===== config.mk =====
export PLATFORM = sky130hd
export DESIGN_NAME = retry_backoff_delay
export DESIGN_NICKNAME = d
export VERILOG_FILES = /design/src/hdl/rbd_pkg.sv /design/src/hdl/rbd_modulo.sv /design/src/hdl/retry_backoff_delay.sv
export SDC_FILE = /design/constraint.sdc
export NUM_CORES = 2
export LEC_CHECK = 0
export BUFFER_PORTS_ARGS = -buffer_cell sky130_fd_sc_hd__buf_2
export CAP_MARGIN = 15
export CORE_MARGIN = 2
export CORE_UTILIZATION = 25
export DETAILED_ROUTE_END_ITERATION = 6
export SYNTH_ARGS = -nofsm -noshare
export SYNTH_HDL_FRONTEND = slang
export SYNTH_SLANG_ARGS = --single-unit

===== constraint.sdc =====
create_clock -name clk -period 14.2 [get_ports clk]
set_clock_uncertainty 0.1 [all_clocks]
set_input_delay 2.84 -clock clk [delete_from_list [all_inputs] [get_ports clk]]
set_output_delay 2.84 -clock clk [all_outputs]
set_load 0.02 [all_outputs]

===== src/hdl/rbd_pkg.sv =====
// Shared constants, codes and types of the retry backoff delay block.
package rbd_pkg;

  localparam int MAX_SHIFT_DEF  = 10;
  localparam int LAST_WIDTH_DEF = 48;

  localparam int DELAY_W = 32;
  localparam int WORD_W  = 32;
  localparam int RETRY_W = 16;

  // Algorithm codes
  localparam logic [2:0] ALG_DEFAULT  = 3'd0;
  localparam logic [2:0] ALG_DECORR   = 3'd1;
  localparam logic [2:0] ALG_FULL     = 3'd2;
  localparam logic [2:0] ALG_EQUAL    = 3'd3;
  localparam logic [2:0] ALG_EXP      = 3'd4;
  localparam logic [2:0] ALG_UNIFORM  = 3'd5;
  localparam logic [2:0] ALG_CONSTANT = 3'd6;

  // Register indexes
  localparam logic [1:0] REG_ALG  = 2'd0;
  localparam logic [1:0] REG_BASE = 2'd1;
  localparam logic [1:0] REG_CAP  = 2'd2;

  // Request to the serial modulo unit
  typedef struct packed {
    logic [WORD_W-1:0] word;     // dividend
    logic [WORD_W:0]   modulus;  // 1 .. 2^32
    logic              bypass;   // modulus exceeds word range: remainder is the word
  } mod_req_t;

endpackage


===== src/hdl/rbd_modulo.sv =====
// Serial restoring modulo unit: one dividend bit per cycle.
module rbd_modulo (
  input  logic                       clk,
  input  logic                       rst,
  input  logic                       start,
  input  rbd_pkg::mod_req_t          req,
  output logic                       done,
  output logic [rbd_pkg::WORD_W-1:0] rem
);
  import rbd_pkg::*;

  logic              run;
  logic [4:0]        cnt;
  logic [WORD_W-1:0] dvd;
  logic [WORD_W:0]   modulus;
  logic [WORD_W:0]   trial;
  logic [WORD_W-1:0] rem_next;

  // shift in next dividend bit, subtract if it fits
  always_comb begin
    trial = {rem, dvd[WORD_W-1]};
    if (trial >= modulus) begin
      rem_next = WORD_W'(trial - modulus);
    end else begin
      rem_next = trial[WORD_W-1:0];
    end
  end

  always_ff @(posedge clk) begin
    if (rst) begin
      run  <= 1'b0;
      done <= 1'b0;
      cnt  <= '0;
    end else begin
      done <= 1'b0;
      if (start) begin
        cnt <= '0;
        if (req.bypass) begin
          done <= 1'b1;
        end else begin
          run <= 1'b1;
        end
      end else if (run) begin
        cnt <= cnt + 5'd1;
        if (cnt == 5'd31) begin
          run  <= 1'b0;
          done <= 1'b1;
        end
      end
    end
  end

  always_ff @(posedge clk) begin
    if (start) begin
      modulus <= req.modulus;
      dvd     <= req.word;
      rem     <= req.bypass ? req.word : '0;
    end else if (run) begin
      rem <= rem_next;
      dvd <= {dvd[WORD_W-2:0], 1'b0};
    end
  end

endmodule


===== src/hdl/retry_backoff_delay.sv =====
// Retry backoff delay: one compute beat (tuser 0) gives one delay beat; a clear beat
// (tuser 1) zeroes the remembered decorrelated-jitter delay and gives nothing. Items are
// handled one at a time and s_tready is high only while the block is idle. A clear beat
// leaves the block idle. A compute beat that needs no random draw (exponential, constant,
// default with a non-zero retry index) goes through prep and finish to the result
// register. A drawn delay sets up in prep, runs in the serial modulo unit while div waits
// for it to finish, adds the lower bound in sum and is loaded in finish; when the range
// is wider than the random word the word is the remainder as it stands and the modulo
// unit skips its serial steps. The block is ready again the cycle after the result is
// loaded. The result sits in an output register, so the next item may be accepted while
// it waits for m_tready; a new result is loaded only once the previous one is going, and
// a stalled result holds the block in its last state. The user is to write registers
// through cfg_we/cfg_index/cfg_wdata only while idle, which the block does not enforce:
// 0 algorithm, 1 base delay, 2 cap. Exponential forms use base << min(retry, MAX_SHIFT)
// at full width before capping; the decorrelated delay saturates at LAST_WIDTH bits.
module retry_backoff_delay #(
  parameter int MAX_SHIFT  = rbd_pkg::MAX_SHIFT_DEF,
  parameter int LAST_WIDTH = rbd_pkg::LAST_WIDTH_DEF
) (
  input  logic                        clk,
  input  logic                        rst,
  // configuration write port
  input  logic                        cfg_we,
  input  logic [1:0]                  cfg_index,
  input  logic [31:0]                 cfg_wdata,
  // input beats
  input  logic                        s_tvalid,
  output logic                        s_tready,
  input  logic [47:0]                 s_tdata,   // [15:0] retry_number, [47:16] random_word
  input  logic                        s_tuser,   // [0] mode
  // result beats
  output logic                        m_tvalid,
  input  logic                        m_tready,
  output logic [rbd_pkg::DELAY_W-1:0] m_tdata    // [31:0] delay_value
);
  import rbd_pkg::*;

  localparam int HW   = LAST_WIDTH + 2;           // width of 3 * last_delay
  localparam int EXPW = DELAY_W + MAX_SHIFT;      // shifted base at full precision
  localparam int SHW  = (MAX_SHIFT > 0) ? $clog2(MAX_SHIFT + 1) : 1;

  typedef enum logic [2:0] {
    ST_IDLE,
    ST_PREP,
    ST_DIV,
    ST_SUM,
    ST_FINISH
  } state_t;

  state_t state;

  // configuration
  logic [2:0]         alg_sel;
  logic [DELAY_W-1:0] base_delay;
  logic [DELAY_W-1:0] delay_cap;

  // remembered decorrelated delay
  logic [LAST_WIDTH-1:0] last_delay;

  // item in flight
  logic [RETRY_W-1:0] retry_number;
  logic [WORD_W-1:0]  random_word;
  logic [HW-1:0]      lo;
  logic [DELAY_W-1:0] t_val;
  logic [HW:0]        draw;

  // PREP logic
  logic [SHW-1:0]     sh;
  logic [EXPW-1:0]    exp_val;
  logic [DELAY_W-1:0] t_calc;
  logic [HW-1:0]      three_last;
  logic [HW-1:0]      lo_a, hi_a, lo_s, hi_s;
  logic [HW:0]        modulus;
  logic               need_draw;
  mod_req_t           mreq;
  logic               div_start;
  logic               div_done;
  logic [WORD_W-1:0]  div_rem;

  // FINISH logic
  logic [LAST_WIDTH-1:0] new_last;
  logic [DELAY_W-1:0]    d;
  logic                  out_free;

  always_comb begin
    sh = (retry_number > RETRY_W'(MAX_SHIFT)) ? SHW'(MAX_SHIFT) : SHW'(retry_number);
    exp_val = EXPW'(base_delay) << sh;
    t_calc = (exp_val > EXPW'(delay_cap)) ? delay_cap : exp_val[DELAY_W-1:0];
    three_last = (HW'(last_delay) << 1) + HW'(last_delay);

    case (alg_sel)
      ALG_DECORR: begin
        lo_a = HW'(base_delay);
        hi_a = three_last;
      end
      ALG_FULL, ALG_EQUAL: begin
        lo_a = '0;
        hi_a = HW'(t_calc);
      end
      default: begin
        lo_a = '0;
        hi_a = HW'(base_delay);
      end
    endcase

    // reversed bounds are swapped
    if (hi_a < lo_a) begin
      lo_s = hi_a;
      hi_s = lo_a;
    end else begin
      lo_s = lo_a;
      hi_s = hi_a;
    end
    modulus = {1'b0, hi_s} - {1'b0, lo_s} + (HW+1)'(1);

    case (alg_sel)
      ALG_DEFAULT:                                   need_draw = (retry_number == '0);
      ALG_DECORR, ALG_FULL, ALG_EQUAL, ALG_UNIFORM:  need_draw = 1'b1;
      default:                                       need_draw = 1'b0;
    endcase

    mreq.word    = random_word;
    mreq.modulus = modulus[WORD_W:0];
    mreq.bypass  = (modulus > (HW+1)'(33'h1_0000_0000));
  end

  assign div_start = (state == ST_PREP) && need_draw;

  rbd_modulo u_mod (
    .clk   (clk),
    .rst   (rst),
    .start (div_start),
    .req   (mreq),
    .done  (div_done),
    .rem   (div_rem)
  );

  // result selection
  always_comb begin
    new_last = (draw > (HW+1)'({LAST_WIDTH{1'b1}})) ? {LAST_WIDTH{1'b1}}
                                                   : draw[LAST_WIDTH-1:0];
    case (alg_sel)
      ALG_DEFAULT: begin
        if (retry_number != '0) begin
          d = (base_delay > delay_cap) ? delay_cap : base_delay;
        end else begin
          d = (draw[DELAY_W-1:0] > delay_cap) ? delay_cap : draw[DELAY_W-1:0];
        end
      end
      ALG_DECORR:  d = (new_last > LAST_WIDTH'(delay_cap)) ? delay_cap
                                                           : new_last[DELAY_W-1:0];
      ALG_FULL:    d = draw[DELAY_W-1:0];
      ALG_EQUAL:   d = {1'b0, t_val[DELAY_W-1:1]} + {1'b0, draw[DELAY_W-1:1]};
      ALG_EXP:     d = t_val;
      ALG_UNIFORM: d = (draw[DELAY_W-1:0] > delay_cap) ? delay_cap : draw[DELAY_W-1:0];
      default:     d = (base_delay > delay_cap) ? delay_cap : base_delay;
    endcase
  end

  assign s_tready = (state == ST_IDLE);
  assign out_free = !m_tvalid || m_tready;

  always_ff @(posedge clk) begin
    if (rst) begin
      state      <= ST_IDLE;
      alg_sel    <= ALG_DEFAULT;
      base_delay <= '0;
      delay_cap  <= '0;
      last_delay <= '0;
      m_tvalid   <= 1'b0;
    end else begin
      if (cfg_we) begin
        case (cfg_index)
          REG_ALG:  alg_sel    <= cfg_wdata[2:0];
          REG_BASE: base_delay <= cfg_wdata;
          REG_CAP:  delay_cap  <= cfg_wdata;
          default: ;
        endcase
      end

      // a new result takes the place of one going out in the same cycle
      if (state == ST_FINISH && out_free) begin
        m_tvalid <= 1'b1;
      end else if (m_tvalid && m_tready) begin
        m_tvalid <= 1'b0;
      end

      case (state)
        ST_IDLE: begin
          if (s_tvalid) begin
            if (s_tuser) begin
              last_delay <= '0;
            end else begin
              retry_number <= s_tdata[15:0];
              random_word  <= s_tdata[47:16];
              state        <= ST_PREP;
            end
          end
        end
        ST_PREP: begin
          lo    <= lo_s;
          t_val <= t_calc;
          state <= need_draw ? ST_DIV : ST_FINISH;
        end
        ST_DIV: begin
          if (div_done) begin
            state <= ST_SUM;
          end
        end
        ST_SUM: begin
          draw  <= (HW+1)'(lo) + (HW+1)'(div_rem);
          state <= ST_FINISH;
        end
        ST_FINISH: begin
          // wait for the output register to empty
          if (out_free) begin
            m_tdata  <= d;
            if (alg_sel == ALG_DECORR) begin
              last_delay <= new_last;
            end
            state <= ST_IDLE;
          end
        end
        default: state <= ST_IDLE;
      endcase
    end
  end

endmodule


=== Word-level counts from Yosys, hierarchy flattened ===
Index checks and enable logic that the tools add are counted.
Widths: inputs -> output; s select.

* Bits in registers: 436
* Input bits: 88
* Word-level logic and storage cells: 121

* $add $sub $neg: 7
* Magnitude comparators: 9
* Equality and inequality tests: 19
* Shift operators: 1
* Muxes and demuxes: 40
* Bitwise operators: 2
* Reductions and logical operators: 25

{| class="wikitable"
|+ Operators with widths
! operator !! count
|-
| $mux 32 || 12
|-
| $mux 48 || 5
|-
| $pmux 32 s6 || 1
|-
| $mux 50 || 2
|-
| $pmux 50 s2 || 1
|-
| $pmux 48 s2 || 1
|-
| $gt 32x32->1 || 2
|-
| $add 50x32->51 || 1
|-
| $add 51x1->51 const B || 1
|-
| $gt 51x33->1 const B || 1
|-
| $gt 51x48->1 const B || 1
|-
| $sub 50x50->51 || 1
|-
| $add 49x48->50 || 1
|-
| $lt 50x32->1 || 1
|-
| $gt 48x32->1 || 1
|-
| $gt 42x32->1 || 1
|-
| $shl 32x4->42 || 1
|-
| $ge 33x33->1 || 1
|-
| $add 31x31->32 || 1
|-
| $sub 32x32->32 || 1
|-
| $gt 16x4->1 const B || 1
|-
| $logic_not 16->1 || 1
|-
| $reduce_bool 16->1 || 1
|-
| $mux 3 || 5
|-
| 26 further kinds || 58
|}

=== Depth between registers and ports, before layout ===
* Word-level depth: 13
* Gate-level depth with buffers: 55
* Gate-level depth less buffers: 46

=== Modules after synthesis ===
Synthesis repeated with hierarchy kept, for this count alone.

* Cell total of the unflattened synthesis: 4,017
* Area total of the unflattened synthesis: 35,217.5 um^2

{| class="wikitable"
|+ By module, submodules not included
! module !! times used !! cells each !! area an instance (um^2) !! seq. area each (um^2)
|-
| retry_backoff_delay || 1 || 3,451 || 29,034.1 || 8,778.4
|-
| rbd_modulo || 1 || 566 || 6,183.4 || 3,052.9
|}

=== Least setup slack after synthesis ===
No wires, ideal clock.

* Path kind: register -> register
* Start point: register retry_number[4]
* End point: register u_mod.rem[30] in the netlist's numbering, data pin
* Arrival time: 11.052 ns
* Setup slack: 2.776 ns
* Cell stages (with the launch flop): 53
* Period minus slack after synthesis: 11.424 ns
* Cells stage by stage: edfxtp_1 > nor4_1 > and3_1 > and2_1 > clkbuf_1 > buf_2 > mux2i_1 > mux2i_1 > o21ai_0 > ha_1 > a21o_1 > a21o_1 > a221oi_1 > a211oi_1 > a311oi_1 > o221a_2 > and3_1 > buf_2 > (+17 left out) > buf_6 > mux2i_1 > ha_1 > fa_1 > a211oi_2 > o21bai_1 > a2111oi_0 > o31ai_1 > xor2_1 > a2111oi_0 > o2111ai_1 > o41ai_1 > nand4_1 > nor4_2 > and2_1 > buf_4 > buf_6 > a211oi_1

* Cells in the longest elaborated chain, start to end: 13
* Elaborated cells between the ends (all ways): 17
* Those cells by class: 2 x add/sub; 4 x order compare; 1 x shift; 8 x mux; 2 x reduce/logical

{| class="wikitable"
|+ Ends and longest elaborated chain
! item !! RTL line !! text
|-
| start, declared || retry_backoff_delay.sv:61 || <nowiki>logic [RETRY_W-1:0] retry_number;</nowiki>
|-
| start signal, assigned || retry_backoff_delay.sv:194 || <nowiki>retry_number <= s_tdata[15:0];</nowiki>
|-
| $gt 16x4->1 (*) || retry_backoff_delay.sv:86 || <nowiki>sh = (retry_number > RETRY_W'(MAX_SHIFT)) ? SHW'(MAX_SHIFT) : SHW'(retry_number);</nowiki>
|-
| $mux 4 (*) || retry_backoff_delay.sv:86 ||
|-
| $shl 32x4->42 (*) || retry_backoff_delay.sv:87 || <nowiki>exp_val = EXPW'(base_delay) << sh;</nowiki>
|-
| $gt 42x32->1 || retry_backoff_delay.sv:88 || <nowiki>t_calc = (exp_val > EXPW'(delay_cap)) ? delay_cap : exp_val[DELAY_W-1:0];</nowiki>
|-
| $mux 32 (*) || retry_backoff_delay.sv:88 ||
|-
| named net t_calc[22] || retry_backoff_delay.sv:70 || <nowiki>logic [DELAY_W-1:0] t_calc;</nowiki>
|-
| $pmux 50 s2 (*) || retry_backoff_delay.sv:91 || <nowiki>case (alg_sel)</nowiki>
|-
| $lt 50x32->1 (*) || retry_backoff_delay.sv:107 || <nowiki>if (hi_a < lo_a) begin</nowiki>
|-
| $mux 50 || retry_backoff_delay.sv:107 ||
|-
| $sub 50x50->51 (*) || retry_backoff_delay.sv:114 || <nowiki>modulus = {1'b0, hi_s} - {1'b0, lo_s} + (HW+1)'(1);</nowiki>
|-
| $add 51x1->51 (*) || retry_backoff_delay.sv:114 ||
|-
| named net modulus[11] || retry_backoff_delay.sv:73 || <nowiki>logic [HW:0] modulus;</nowiki>
|-
| $gt 51x33->1 (*) || retry_backoff_delay.sv:124 || <nowiki>mreq.bypass = (modulus > (HW+1)'(33'h1_0000_0000));</nowiki>
|-
| $mux 32 (*) || rbd_modulo.sv:57 || <nowiki>rem <= req.bypass ? req.word : '0;</nowiki>
|-
| $mux 32 (*) || rbd_modulo.sv:54 || <nowiki>if (start) begin</nowiki>
|-
| end signal, assigned || rbd_modulo.sv:57 ||
|-
| end signal, assigned || rbd_modulo.sv:59 || <nowiki>rem <= rem_next;</nowiki>
|-
| end, declared || rbd_modulo.sv:8 || <nowiki>output logic [rbd_pkg::WORD_W-1:0] rem</nowiki>
|}

The timed path passes the listed nets; every way through them passes the cells marked *.
A chain may end at the register's enable or synchronous reset.

=== Final worst setup path ===
* Start point: register retry_number[13]
* End point: register u_mod.rem[26] in the netlist's numbering, data pin

* Cells in the longest elaborated chain, start to end: 13
* Elaborated cells between the ends (all ways): 17
* Those cells by class: 2 x add/sub; 4 x order compare; 1 x shift; 8 x mux; 2 x reduce/logical

{| class="wikitable"
|+ Ends and longest elaborated chain
! item !! RTL line
|-
| $gt 16x4->1 (*) || retry_backoff_delay.sv:86
|-
| $mux 4 (*) || retry_backoff_delay.sv:86
|-
| $shl 32x4->42 (*) || retry_backoff_delay.sv:87
|-
| $gt 42x32->1 || retry_backoff_delay.sv:88
|-
| $mux 32 (*) || retry_backoff_delay.sv:88
|-
| named net t_calc[9] || retry_backoff_delay.sv:70
|-
| $pmux 50 s2 (*) || retry_backoff_delay.sv:91
|-
| $lt 50x32->1 || retry_backoff_delay.sv:107
|-
| $mux 50 || retry_backoff_delay.sv:107
|-
| $sub 50x50->51 (*) || retry_backoff_delay.sv:114
|-
| $add 51x1->51 (*) || retry_backoff_delay.sv:114
|-
| $gt 51x33->1 (*) || retry_backoff_delay.sv:124
|-
| $mux 32 (*) || rbd_modulo.sv:57
|-
| $mux 32 (*) || rbd_modulo.sv:54
|}

Marked as above.

==> flow_summary.toml <==
[run_status]
status = "complete, but fails checks"
violations = "DRC"

[yosys]
yosysTopAreaCell = "edfxtp_1"
synthTopCellsByArea = "edfxtp_1 (26%), ha_1 (13%), dfxtp_1 (7.1%)"
syn_area_per_cell_um2 = 8.55
synth_top_area_share_pct = 26.2
synth_cell_type_count = 98
seq_area_frac_synth_pct = 33.3
yosysWarnings = 0
synth_edf_count = 310
synth-seq-cells = 436
netlist_area_um2 = 35500
ys.flop_type = "edfxtp_1"
async_flop_share_pct = 0
netlist_instances = 4155

[routing]
detail-route-antenna-nets = 0
avgRoutedWirePerCell_um = 21.1
drt_iter0_markers = 3316
vias = 32500
postRouteWirelength_mm = 130
via_per_inst = 5.30
post-route-drc-count = 6
first_pass_iters = 7

[worst_setup_path]
path_class = "register to register"
cp_data_arrival_time_ns = 13.59
cpMaxStageDelayCell = "fa_1"
start_kind = "register"
slowest_delay_ns = 0.51
cp.required_ns = 14.48
crit_fanout = 32
end_kind = "register"

[clock_network]
cts_tree = "done"
hold_buffers = 0
clkTransAtPathRegs_ns = 0.06
cts_buffers = 51
cts_max_level = 2
clock_latency_ns = 0.68
cts.path.max_buffers = 3
cts_root_buffer = "clkbuf_16"
numClockSinks = 436

[finish]
mostFrequentLayoutCell = "nand2_1"
post-route-util_pct = 28.4
diodes = 0
area_growth_pct = 13.0
layout_common_cells = "nand2_1 (622), a21oi_1 (409), ha_1 (355)"
drive_gt1_share_pct = 9.41
fillers = 15100
final_cells = 6128
layout.nets = 4644

[place]
io_buffers = 121
gp_congestion = 0.977
hpwl_mm = 101
place_inst = 6033

[sta]
worstMarginPinSlew_ns = 1.20
setup_viol = 0
rsz0062_at_grt = "no"
slew_violations = 0
period_minus_slack_ns = 13.31
fmax_mhz = 75.1
hold_violations = 0
finalSetupTns_ns = 0
period_share_pct = 93.7
relSlewSlack_pct = 19.6

[flow_run]
drv_cap = 0

[global_routing]
grt_pass1_vias = 31000
grt_pass1_wl_mm = 194
grt_max_degree = 99
grt.total_usage_pct = 17.1
grt_overflow = 0
antenna_found_initial = 8

[floorplanning]
initial_core_util_pct = 25.2
ioPinCount = 122
dieArea_um2 = 145000
die_h_um = 381
rows = 138
coreArea_um2 = 141000
die-width_um = 381

[power]
max-vdd-ir-drop_v = 0.0000739
p_per_area_nw_per_um2 = 94.7
power_leakage_nw = 16.1

[min_path]
min_path_type = "register to register"
## state kept, by name (all words and copies together), names as in the netlist, 16 cells and up
signal         cells
u_mod.dvd         32
retry_number      16
m_tdata           32
base_delay        32
u_mod.rem         32
last_delay        48
t_val             32
random_word       32
u_mod.modulus     33
delay_cap         32
draw              51
lo                50
## timing repair
action                                  CTS  global route
hold endpoints to repair                  0             0
endpoints found under the setup margin    0            32
buffers inserted                          0             0
resized for setup                         0             2
## synthesized netlist by cell type, types with 9 or more instances
cell and instances:
o2111ai_1 14, nor4_1 25, o221ai_1 21, a211o_1 11
o21bai_1 36, a21boi_0 13, or2_2 46, a222oi_1 38
nor3_1 82, xor2_1 63, a31oi_1 33, a22oi_1 12
nand2b_1 36, a21oi_1 410, o21a_1 40, and3_1 21
nand4_1 77, o31ai_1 10, edfxtp_1 310, a21o_1 126
mux2_2 37, a221oi_1 9, nand3_1 111, a2111oi_0 12
nand2_1 622, or3_1 15, and4_1 12, clkbuf_1 175
o22ai_1 21, inv_1 170, ha_1 355, buf_1 15
buf_2 11, xnor2_1 101, dfxtp_1 126, nor2_1 239
a211oi_1 41, and2_1 33, a221o_1 11, o211ai_1 72
mux2i_1 117, nor2b_1 44, o21ai_0 240
## metrics by stage
stage	hold slack, ns	worst slack (ns)	total power [W]	instance area (µm²)
finish	0.372	0.888	0.00380	40100
global route	0.394	0.0120	0.00396	40100
CTS	0.382	0.701	0.00383	40100
detailed placement	0.367	0.670	0.00236	38300
global placement	0.351	0.694	0.00236	38300
floorplan	0.336	2.78	0.00208	35600
## final timing paths
check / start / cells after the start / slack (ns) / endpoint
setup / recovery: retry_number[13]$_DFFE_PP_ / 49 / 0.89 / u_mod.rem[26]$_DFFE_PP_
hold / removal: delay_cap[25]$_SDFFE_PP0P_ / 2 / 0.37 / delay_cap[25]$_SDFFE_PP0P_
setup reg to reg: retry_number[13]$_DFFE_PP_ / 49 / 0.89 / u_mod.rem[26]$_DFFE_PP_
hold reg to reg: delay_cap[25]$_SDFFE_PP0P_ / 2 / 0.37 / delay_cap[25]$_SDFFE_PP0P_
## logic make-up after synthesis
logic type      share of synthesized area (%)
simple gates                             18.4
compound gates                           22.6
xor+xnor                                 4.04
other cells                            0.0106
buf+inv                                  4.28
fa+ha+maj                                12.8
flops                                    33.3
mux                                      4.57
## layout make-up
type | count | area (µm²) | share of cell area [%]
Tap cell | 1890 | 2360 | 5.89
Sequential cell | 436 | 11800 | 29.5
Multi-Input combinational cell | 3351 | 22300 | 55.6
Inverter | 173 | 649 | 1.62
Clock buffer | 60 | 1340 | 3.34
Timing Repair Buffer | 183 | 1120 | 2.80
Clock inverter | 35 | 502 | 1.25
## power by group
part / internal (W) / leakage, nW / switching (W)
logic: 0.000333 / 11.4 / 0.000574
clock network: 0.000837 / 0.893 / 0.000617
registers: 0.00141 / 3.85 / 0.0000293
total: 0.00258 / 16.1 / 0.00122
## critical path: cells and delay by family, from the launching register on
family	cells	cell delay (ns)
compound gates	21	5.60
simple gates	16	3.59
fa+ha+maj	3	1.27
mux	2	0.54
flops	1	0.36
buf+inv	7	1.55
## per-layer routing
metal  wire (µm)  global-route usage (%)  vias to the layer above
li1            -                       -                    15500
met1       56600                    22.9                    15600
met3        9410                    2.71                      218
met2       59500                    28.2                     1223
met5          86                       0                        -
met4        4000                    5.36                       14
(Power assumes the default switching activity.)
